$ cat src/hdl/hslwm_pkg.sv
// Package with the widths, constants and types that the block's files share.
package hslwm_pkg;

  localparam int PIX_W = 16;
  localparam int CMP_W = 8;
  localparam int SUM_W = 9;
  localparam int CFG_IDX_W = 3;
  localparam int CFG_DATA_W = 8;
  localparam int HNUM_W = 14;
  localparam int SNUM_W = 16;
  localparam int DIV_STAGES = 4;
  localparam int PIPE_STAGES = 6;

  localparam logic [CMP_W-1:0] HUE_BASE_RED = 8'd0;
  localparam logic [CMP_W-1:0] HUE_BASE_RED_WRAP = 8'd240;
  localparam logic [CMP_W-1:0] HUE_BASE_GREEN = 8'd80;
  localparam logic [CMP_W-1:0] HUE_BASE_BLUE = 8'd160;
  localparam logic [SUM_W-1:0] SAT_SPLIT_SUM = 9'd257;
  localparam logic [SUM_W-1:0] SAT_FULL_SUM = 9'd510;
  localparam logic [SUM_W-1:0] LUM_ZERO_SUM = 9'd2;
  localparam logic [11:0] LUM_RECIP = 12'd3855;
  localparam logic [CMP_W-1:0] LUM_DIV = 8'd17;
  localparam logic [CMP_W-1:0] CMP_MAX = 8'd240;

  typedef enum logic [CFG_IDX_W-1:0] {
    REG_HUE_LOW  = 3'd0,
    REG_HUE_HIGH = 3'd1,
    REG_SAT_LOW  = 3'd2,
    REG_SAT_HIGH = 3'd3,
    REG_LUM_LOW  = 3'd4,
    REG_LUM_HIGH = 3'd5
  } cfg_reg_e;

  typedef struct packed {
    logic [CMP_W-1:0] hue_low;
    logic [CMP_W-1:0] hue_high;
    logic [CMP_W-1:0] sat_low;
    logic [CMP_W-1:0] sat_high;
    logic [CMP_W-1:0] lum_low;
    logic [CMP_W-1:0] lum_high;
  } cfg_t;

  typedef struct packed {
    logic [SUM_W-1:0]  sum;
    logic [HNUM_W-1:0] hnum;
    logic [CMP_W-1:0]  hden;
    logic [CMP_W-1:0]  hbase;
    logic              hneg;
    logic [SNUM_W-1:0] snum;
    logic [SUM_W-1:0]  sden;
  } prep_t;

endpackage

$ cat src/hdl/hslwm_if.sv
// Interfaces for the pixel, result and configuration channels.
interface hslwm_pix_if;
  import hslwm_pkg::*;
  logic             valid;
  logic             ready;
  logic [PIX_W-1:0] pixel;
  modport source(output valid, output pixel, input ready);
  modport sink(input valid, input pixel, output ready);
endinterface

interface hslwm_res_if;
  import hslwm_pkg::*;
  logic             valid;
  logic             ready;
  logic [CMP_W-1:0] hue;
  logic [CMP_W-1:0] saturation;
  logic [CMP_W-1:0] luminance;
  logic             in_window;
  modport source(output valid, output hue, output saturation, output luminance,
                 output in_window, input ready);
  modport sink(input valid, input hue, input saturation, input luminance,
               input in_window, output ready);
endinterface

interface hslwm_cfg_if;
  import hslwm_pkg::*;
  logic                  valid;
  logic                  ready;
  logic [CFG_IDX_W-1:0]  index;
  logic [CFG_DATA_W-1:0] data;
  modport source(output valid, output index, output data, input ready);
  modport sink(input valid, input index, input data, output ready);
endinterface

$ cat src/hdl/hslwm_cfg_regs.sv
// Window bound registers written through the configuration channel.
module hslwm_cfg_regs (
  input  logic            clk,
  input  logic            rst,
  hslwm_cfg_if.sink       cfg,
  output hslwm_pkg::cfg_t regs
);
  import hslwm_pkg::*;

  assign cfg.ready = 1'b1;

  always_ff @(posedge clk) begin
    if (rst) begin
      regs.hue_low  <= '0;
      regs.hue_high <= CMP_MAX;
      regs.sat_low  <= '0;
      regs.sat_high <= CMP_MAX;
      regs.lum_low  <= '0;
      regs.lum_high <= CMP_MAX;
    end else if (cfg.valid) begin
      unique case (cfg.index)
        REG_HUE_LOW:  regs.hue_low  <= cfg.data;
        REG_HUE_HIGH: regs.hue_high <= cfg.data;
        REG_SAT_LOW:  regs.sat_low  <= cfg.data;
        REG_SAT_HIGH: regs.sat_high <= cfg.data;
        REG_LUM_LOW:  regs.lum_low  <= cfg.data;
        REG_LUM_HIGH: regs.lum_high <= cfg.data;
        default: ;
      endcase
    end
  end

endmodule

$ cat src/hdl/hslwm_prep.sv
// First stage: unpacks the pixel, finds max and min, and sets up both divisions.
module hslwm_prep (
  input  logic                         clk,
  input  logic                         en,
  input  logic [hslwm_pkg::PIX_W-1:0]  pixel,
  output hslwm_pkg::prep_t             prep
);
  import hslwm_pkg::*;

  logic [CMP_W-1:0] r, g, b, mx, mn, dif, d;
  logic [SUM_W-1:0] sum;
  prep_t            prep_next;

  always_comb begin
    r = {pixel[15:11], 3'b000};
    g = {pixel[10:5], 2'b00};
    b = {pixel[4:0], 3'b000};
    mx = r;
    mn = r;
    if (g > mx) mx = g;
    if (b > mx) mx = b;
    if (g < mn) mn = g;
    if (b < mn) mn = b;
    sum = SUM_W'(mx) + SUM_W'(mn);
    dif = mx - mn;

    if (mx == r) begin
      if (g >= b) begin
        d = g - b;
        prep_next.hbase = HUE_BASE_RED;
        prep_next.hneg = 1'b0;
      end else begin
        d = b - g;
        prep_next.hbase = HUE_BASE_RED_WRAP;
        prep_next.hneg = 1'b1;
      end
    end else if (mx == g) begin
      d = (b >= r) ? b - r : r - b;
      prep_next.hbase = HUE_BASE_GREEN;
      prep_next.hneg = (b < r);
    end else begin
      d = (r >= g) ? r - g : g - r;
      prep_next.hbase = HUE_BASE_BLUE;
      prep_next.hneg = (r < g);
    end

    prep_next.sum = sum;
    prep_next.hnum = (HNUM_W'(d) << 5) + (HNUM_W'(d) << 3);
    prep_next.hden = dif;
    prep_next.snum = (SNUM_W'(dif) << 8) - (SNUM_W'(dif) << 4);
    prep_next.sden = (sum <= SAT_SPLIT_SUM) ? sum : SAT_FULL_SUM - sum;

    // A grey pixel divides 0 by 1 in both divisions; one so dark that luminance is zero does so for saturation.
    if (dif == '0) begin
      prep_next.hnum = '0;
      prep_next.hden = CMP_W'(1);
      prep_next.hbase = HUE_BASE_RED;
      prep_next.hneg = 1'b0;
    end
    if (dif == '0 || sum <= LUM_ZERO_SUM) begin
      prep_next.snum = '0;
      prep_next.sden = SUM_W'(1);
    end
  end

  always_ff @(posedge clk) begin
    if (en) begin
      prep <= prep_next;
    end
  end

endmodule

$ cat src/hdl/hslwm_div.sv
// Pipelined restoring divider that resolves a fixed number of quotient bits per stage.
module hslwm_div #(
  parameter int NUM_W = 16,
  parameter int DEN_W = 9,
  parameter int QUO_W = 8,
  parameter int STAGES = 4
) (
  input  logic              clk,
  input  logic [STAGES-1:0] en,
  input  logic [NUM_W-1:0]  num,
  input  logic [DEN_W-1:0]  den,
  output logic [QUO_W-1:0]  quo
);
  localparam int BPS = (QUO_W + STAGES - 1) / STAGES;
  localparam int CW = (NUM_W > DEN_W + QUO_W) ? NUM_W : DEN_W + QUO_W;

  logic [NUM_W-1:0] rem_p [STAGES+1];
  logic [DEN_W-1:0] den_p [STAGES+1];
  logic [QUO_W-1:0] quo_p [STAGES+1];

  assign rem_p[0] = num;
  assign den_p[0] = den;
  assign quo_p[0] = '0;

  for (genvar s = 0; s < STAGES; s++) begin : g_stage
    logic [CW-1:0]    rem_next;
    logic [QUO_W-1:0] quo_next;

    always_comb begin
      logic [CW-1:0] trial;
      int            sh;
      rem_next = CW'(rem_p[s]);
      quo_next = quo_p[s];
      for (int j = 0; j < BPS; j++) begin
        sh = QUO_W - 1 - (s * BPS + j);
        if (sh >= 0) begin
          trial = CW'(den_p[s]) << sh;
          if (rem_next >= trial) begin
            rem_next = rem_next - trial;
            quo_next = {quo_next[QUO_W-2:0], 1'b1};
          end else begin
            quo_next = {quo_next[QUO_W-2:0], 1'b0};
          end
        end
      end
    end

    always_ff @(posedge clk) begin
      if (en[s]) begin
        rem_p[s+1] <= rem_next[NUM_W-1:0];
        den_p[s+1] <= den_p[s];
        quo_p[s+1] <= quo_next;
      end
    end
  end

  assign quo = quo_p[STAGES];

endmodule

$ cat src/hdl/hslwm_lum.sv
// Luminance as floor(sum * 8 / 17) by a reciprocal multiply and one correction step.
module hslwm_lum (
  input  logic                               clk,
  input  logic [1:0]                         en,
  input  logic [hslwm_pkg::SUM_W-1:0]        sum,
  output logic [hslwm_pkg::CMP_W-1:0]        lum
);
  import hslwm_pkg::*;

  logic [11:0]      x, x_q;
  logic [23:0]      prod;
  logic [CMP_W-1:0] est_q;
  logic [12:0]      rem;

  assign x = {sum, 3'b000};
  assign prod = 24'(x) * 24'(LUM_RECIP);

  always_ff @(posedge clk) begin
    if (en[0]) begin
      x_q <= x;
      est_q <= prod[23:16];
    end
  end

  assign rem = 13'(x_q) - 13'(est_q) * 13'(LUM_DIV);

  always_ff @(posedge clk) begin
    if (en[1]) begin
      lum <= (rem >= 13'(LUM_DIV)) ? est_q + CMP_W'(1) : est_q;
    end
  end

endmodule

$ cat src/hdl/rgb565_to_hsl_window_match_core.sv
// Top level: RGB565 to HSL (0..240 scale) converter with a window match flag.
//
//   channel  dir  payload                                       handshake
//   pix      in   pixel[15:0]                                   valid/ready
//   res      out  hue[7:0] saturation[7:0] luminance[7:0] in_window  valid/ready
//   cfg      in   index[2:0] data[7:0]                          valid/ready
//
// Six register stages: setup, four divider stages at two quotient bits each, and the
// output register. One pixel per cycle is sustained while the result side is ready.
// Each stage holds while its successor is full and stalled, so bubbles close up.
// Reset clears the stage valid bits and loads the window registers with 0 and 240.
// Configuration writes are always ready.
module rgb565_to_hsl_window_match_core (
  input logic        clk,
  input logic        rst,
  hslwm_pix_if.sink  pix,
  hslwm_res_if.source res,
  hslwm_cfg_if.sink  cfg
);
  import hslwm_pkg::*;

  cfg_t                   regs;
  prep_t                  prep;
  logic [PIPE_STAGES-1:0] vld;
  logic [PIPE_STAGES-1:0] en;
  logic [CMP_W-1:0]       hbase_d [1:DIV_STAGES];
  logic                   hneg_d [1:DIV_STAGES];
  logic [CMP_W-1:0]       lum_s2, lum_d3, lum_d4;
  logic [CMP_W-1:0]       hq, sq, h;
  logic                   win;

  hslwm_cfg_regs u_cfg (
    .clk  (clk),
    .rst  (rst),
    .cfg  (cfg),
    .regs (regs)
  );

  always_comb begin
    en[PIPE_STAGES-1] = !vld[PIPE_STAGES-1] || res.ready;
    for (int k = PIPE_STAGES - 2; k >= 0; k--) begin
      en[k] = !vld[k] || en[k+1];
    end
  end

  assign pix.ready = en[0];

  always_ff @(posedge clk) begin
    if (rst) begin
      vld <= '0;
    end else begin
      if (en[0]) vld[0] <= pix.valid;
      for (int k = 1; k < PIPE_STAGES; k++) begin
        if (en[k]) vld[k] <= vld[k-1];
      end
    end
  end

  hslwm_prep u_prep (
    .clk   (clk),
    .en    (en[0]),
    .pixel (pix.pixel),
    .prep  (prep)
  );

  hslwm_div #(
    .NUM_W  (HNUM_W),
    .DEN_W  (CMP_W),
    .QUO_W  (CMP_W),
    .STAGES (DIV_STAGES)
  ) u_hue_div (
    .clk (clk),
    .en  (en[DIV_STAGES:1]),
    .num (prep.hnum),
    .den (prep.hden),
    .quo (hq)
  );

  hslwm_div #(
    .NUM_W  (SNUM_W),
    .DEN_W  (SUM_W),
    .QUO_W  (CMP_W),
    .STAGES (DIV_STAGES)
  ) u_sat_div (
    .clk (clk),
    .en  (en[DIV_STAGES:1]),
    .num (prep.snum),
    .den (prep.sden),
    .quo (sq)
  );

  hslwm_lum u_lum (
    .clk (clk),
    .en  (en[2:1]),
    .sum (prep.sum),
    .lum (lum_s2)
  );

  always_ff @(posedge clk) begin
    if (en[1]) begin
      hbase_d[1] <= prep.hbase;
      hneg_d[1] <= prep.hneg;
    end
    for (int k = 2; k <= DIV_STAGES; k++) begin
      if (en[k]) begin
        hbase_d[k] <= hbase_d[k-1];
        hneg_d[k] <= hneg_d[k-1];
      end
    end
    if (en[3]) lum_d3 <= lum_s2;
    if (en[4]) lum_d4 <= lum_d3;
  end

  assign h = hneg_d[DIV_STAGES] ? hbase_d[DIV_STAGES] - hq : hbase_d[DIV_STAGES] + hq;

  assign win = (h > regs.hue_low) && (h < regs.hue_high) &&
               (sq > regs.sat_low) && (sq < regs.sat_high) &&
               (lum_d4 > regs.lum_low) && (lum_d4 < regs.lum_high);

  always_ff @(posedge clk) begin
    if (en[PIPE_STAGES-1]) begin
      res.hue <= h;
      res.saturation <= sq;
      res.luminance <= lum_d4;
      res.in_window <= win;
    end
  end

  assign res.valid = vld[PIPE_STAGES-1];

endmodule

$ cat src/flat_wrapper.sv
// flat-port wrapper written by rule: the top's interface ports become plain ports
module rgb565_to_hsl_window_match_core_flat import hslwm_pkg::*;
  (clk, rst, pix_valid, pix_pixel, pix_ready, res_valid, res_hue, res_saturation, res_luminance, res_in_window, res_ready, cfg_valid, cfg_index, cfg_data, cfg_ready);
  hslwm_pix_if pix_i ();
  hslwm_res_if res_i ();
  hslwm_cfg_if cfg_i ();
  input logic clk;
  input logic rst;
  input wire logic [$bits(pix_i.valid)-1:0] pix_valid;
  input wire logic [$bits(pix_i.pixel)-1:0] pix_pixel;
  output wire logic [$bits(pix_i.ready)-1:0] pix_ready;
  output wire logic [$bits(res_i.valid)-1:0] res_valid;
  output wire logic [$bits(res_i.hue)-1:0] res_hue;
  output wire logic [$bits(res_i.saturation)-1:0] res_saturation;
  output wire logic [$bits(res_i.luminance)-1:0] res_luminance;
  output wire logic [$bits(res_i.in_window)-1:0] res_in_window;
  input wire logic [$bits(res_i.ready)-1:0] res_ready;
  input wire logic [$bits(cfg_i.valid)-1:0] cfg_valid;
  input wire logic [$bits(cfg_i.index)-1:0] cfg_index;
  input wire logic [$bits(cfg_i.data)-1:0] cfg_data;
  output wire logic [$bits(cfg_i.ready)-1:0] cfg_ready;
  assign pix_i.valid = pix_valid;
  assign pix_i.pixel = pix_pixel;
  assign pix_ready = pix_i.ready;
  assign res_valid = res_i.valid;
  assign res_hue = res_i.hue;
  assign res_saturation = res_i.saturation;
  assign res_luminance = res_i.luminance;
  assign res_in_window = res_i.in_window;
  assign res_i.ready = res_ready;
  assign cfg_i.valid = cfg_valid;
  assign cfg_i.index = cfg_index;
  assign cfg_i.data = cfg_data;
  assign cfg_ready = cfg_i.ready;
  rgb565_to_hsl_window_match_core u_core (.clk(clk), .rst(rst), .pix(pix_i), .res(res_i), .cfg(cfg_i));
endmodule
$ cat config.mk
export PLATFORM = sky130hd
export DESIGN_NAME = rgb565_to_hsl_window_match_core_flat
export DESIGN_NICKNAME = d
export VERILOG_FILES = /design/src/hdl/hslwm_pkg.sv /design/src/hdl/hslwm_if.sv /design/src/hdl/hslwm_cfg_regs.sv /design/src/hdl/hslwm_prep.sv /design/src/hdl/hslwm_div.sv /design/src/hdl/hslwm_lum.sv /design/src/hdl/rgb565_to_hsl_window_match_core.sv /design/src/flat_wrapper.sv
export SDC_FILE = /design/constraint.sdc
export NUM_CORES = 1
export LEC_CHECK = 0
export ABC_CLOCK_PERIOD_IN_PS = 9700
export BUFFER_PORTS_ARGS = -buffer_cell sky130_fd_sc_hd__buf_2
export CAP_MARGIN = 5
export CORE_MARGIN = 3
export CORE_UTILIZATION = 40
export DETAILED_ROUTE_END_ITERATION = 8
export GPL_ROUTABILITY_DRIVEN = 0
export SLEW_MARGIN = 20
export SYNTH_ARGS = -nofsm -noshare
export SYNTH_HDL_FRONTEND = slang
export SYNTH_SLANG_ARGS = --single-unit
export TNS_END_PERCENT = 20
$ cat constraint.sdc
create_clock -name clk -period 9.7 [get_ports clk]
set_input_delay 2.425 -clock clk [delete_from_list [all_inputs] [get_ports clk]]
set_output_delay 2.425 -clock clk [all_outputs]
set_load 0.02 [all_outputs]
==> flow_summary.toml <==
[run_status]
outcome = "completed"

[placement]
detailed_place.area_um2 = 25030
port_buffers = 58
placed_cells = 3189
place_hpwl_um = 40060
place_ws_ns = 0.9750

[route]
avgRoutedWirePerCell_um = 15.64
routed_via_density = 5.275
wirelength_um = 50930
drt_drc_violations_left = 0
drt_first_pass_iters = 5
ant_nets = 0
vias = 17170
initialDrtViolationCount = 804

[floorplan]
die_w_um = 250.5
io_pins = 60
std_cell_rows = 89
die_area_um2 = 62760
fp.coreArea_um2 = 59130
initial_core_util = 0.4045
die_y_um = 250.5

[grt]
grt-ovfl-total = 0
grt_max_degree = 66
grt_pass1_vias = 17420
grt_first_pass_wirelength_um = 84900
grt_use_total = 0.1614
grt_antenna_before_repair = 0

[synthesis]
synth_compound_area_frac = 0.1371
synth-xor-area-share = 0.05603
synth_cells = 2393
synth_warnings = 0
synth_cell_types = 95
synth_seq_cells = 330
ys_seq_area_frac = 0.3917
syn_area_um2 = 23920
muxShareOfSynthArea = 0.04567
synth_top_family_by_area = "adder cells"
synth-simple-area-share = 0.1368
ys_async_sr_fraction = 0
synth_flop_cell = "edfxtp_1"
synth_fa_ha_area_frac = 0.1801
synth_nets = 2751
synth.avg_cell_area_um2 = 9.994
synth_edf_count = 276

[cells_and_area]
drive_gt1_frac = 0.09102
nets = 2813
nFillCells = 5494
layout.cells.non_filler = 3256
final_area_um2 = 26210
antenna_cells = 0
syn_to_final_growth_pct = 9.589

[timing]
setup_tns_ns = 0
slew_headroom = 0.3306
fin_ws_ns = 1.447
hold_viol_final = 0
fin_crit_ns = 8.253
worstMarginPinSlew_ns = 1.003
fin_crit_sh = 0.8508
maxSlewViolCount = 0
max_freq_ghz = 0.1212
finalSetupViolations = 0
rsz0062_at_grt = "no"
fin_skew_ns = 0.02826

[critical_path]
critPathSlowestCell = "or4_1"
worst_setup_path_start_kind = "primary input"
crit_type = "primary input to register"
crit_path_end_kind = "register"
slowest_delay_ns = 0.62
cp.arrival_ns = 8.52
crit_path_max_fanout = 16
cp.required_ns = 9.97
reg2reg_setup_slack_ns = 4.01

[clock_tree]
post-cts-setup-buffers = 0
clk_path_buf_depth = 3
cts_tree = "done"
root_buffer = "clkbuf_16"
numCtsBuffers = 37
cts.htree.levels = 2
clock-sinks = 330
cts_resized = 0
clk_pin_slew_ns = 0.06
clk_latency_ns = 0.55
hold_buffers = 0

[flow_run]
drv_cap = 0

[hold_path]
hp-class = "register to register"
## flip-flops by register name, summed over array words and instances (netlist names), 8 cells and up
signal                  count
u_core.res.saturation       8
u_core.u_hue_div.den_p     21
u_core.hbase_d              8
u_core.u_sat_div.rem_p     36
u_core.u_lum.lum            8
u_core.lum_d4               8
u_core.u_sat_div.den_p     27
u_core.u_hue_div.quo_p     12
u_core.lum_d3               8
u_core.u_sat_div.quo        8
u_core.res.luminance        8
u_core.res.hue              8
u_core.u_prep.prep         45
u_core.u_hue_div.quo        8
u_core.u_hue_div.rem_p     31
u_core.u_cfg.regs          48
u_core.u_sat_div.quo_p     12
u_core.u_lum.est_q          8
## cell type report
type / instances / area (um^2) / area share
multi-input cells: 1743 / 13300 / 0.5075
flip-flops and latches: 330 / 9369 / 0.3575
inverters: 277 / 1040 / 0.03967
clock buffers: 47 / 984.7 / 0.03757
well taps: 773 / 967.2 / 0.03690
repair buffers: 66 / 350.3 / 0.01337
clock inverters: 20 / 197.7 / 0.007543
## synthesized netlist by cell type (39+ instances only)
cell type  count  area, um^2
nand2_1      193       724.4
nor3_1        39       195.2
inv_1        272        1021
dfxtp_1       54        1081
a21o_1        62       465.5
o21ai_0       81       405.4
edfxtp_1     276        8288
a21oi_1      176       880.8
mux2_2        45       506.7
nand2b_1      39       244.0
mux2i_1       48       480.5
nor2b_1       41       256.5
nor2_1       177       664.4
xor2_1        50       437.9
xnor2_1      103       902.1
ha_1         297        3716
## worst max-delay path: cells and delay by family
| family | cells | cell delay, ns |
|---|---|---|
| buf+inv | 3 | 0.65 |
| fa+ha+maj | 3 | 1.05 |
| compound gates | 10 | 2.40 |
| mux | 1 | 0.29 |
| xor+xnor | 1 | 0.13 |
| simple gates | 7 | 1.54 |
## worst paths after layout
check,to,startpoint,depth (start not counted)
max,u_core.u_prep.prep[2]$_SDFFCE_PP0P_,pix_pixel[7],25
min,u_core.lum_d3[1]$_DFFE_PP_,u_core.u_lum.lum[1]$_DFFE_PP_,0
max reg2reg,u_core.u_sat_div.rem_p[37]$_DFFE_PP_,u_core.u_sat_div.den_p[27]$_DFFE_PP_,18
min reg2reg,u_core.lum_d3[1]$_DFFE_PP_,u_core.u_lum.lum[1]$_DFFE_PP_,0
## cell families (layout without fill, tap and decap cells)
group,after synthesis,count (layout)
other,1,1
XOR/XNOR,153,153
buffers and inverters,320,410
AND/OR/NAND/NOR,658,658
flip-flops,330,330
AO/OA/AOI/OAI,504,504
multiplexers,100,100
adder cells (fa/ha/maj),327,327
## layout by cell type (no fill, tap or decap), types with 58 or more instances in the layout
master and count:
ha_1 297, edfxtp_1 276, inv_1 271, nand2_1 192, nor2_1 177, a21oi_1 176, xnor2_1 103, o21ai_0 81
a21o_1 62, buf_2 58
## stage by stage
stage,hold slack [ns],util
global route,0.4157,0.4433
detailed placement,0.4045,0.4233
floorplan,0.4003,-
CTS,0.4021,0.4433
finish,0.4042,0.4433
global placement,0.4030,0.4233
## metal layers
metal / routed length, um / track usage / vias to the layer above
met5: 0 / 0 / -
met4: 1608 / 0.06034 / 0
met3: 1854 / 0.02305 / 102
met2: 25380 / 0.2952 / 352
met1: 22080 / 0.1917 / 8098
li1: - / - / 8622
Power is left out: the tool's default activity adds up to more than one toggle a clock period on the data nets, which glitch-free logic cannot reach.
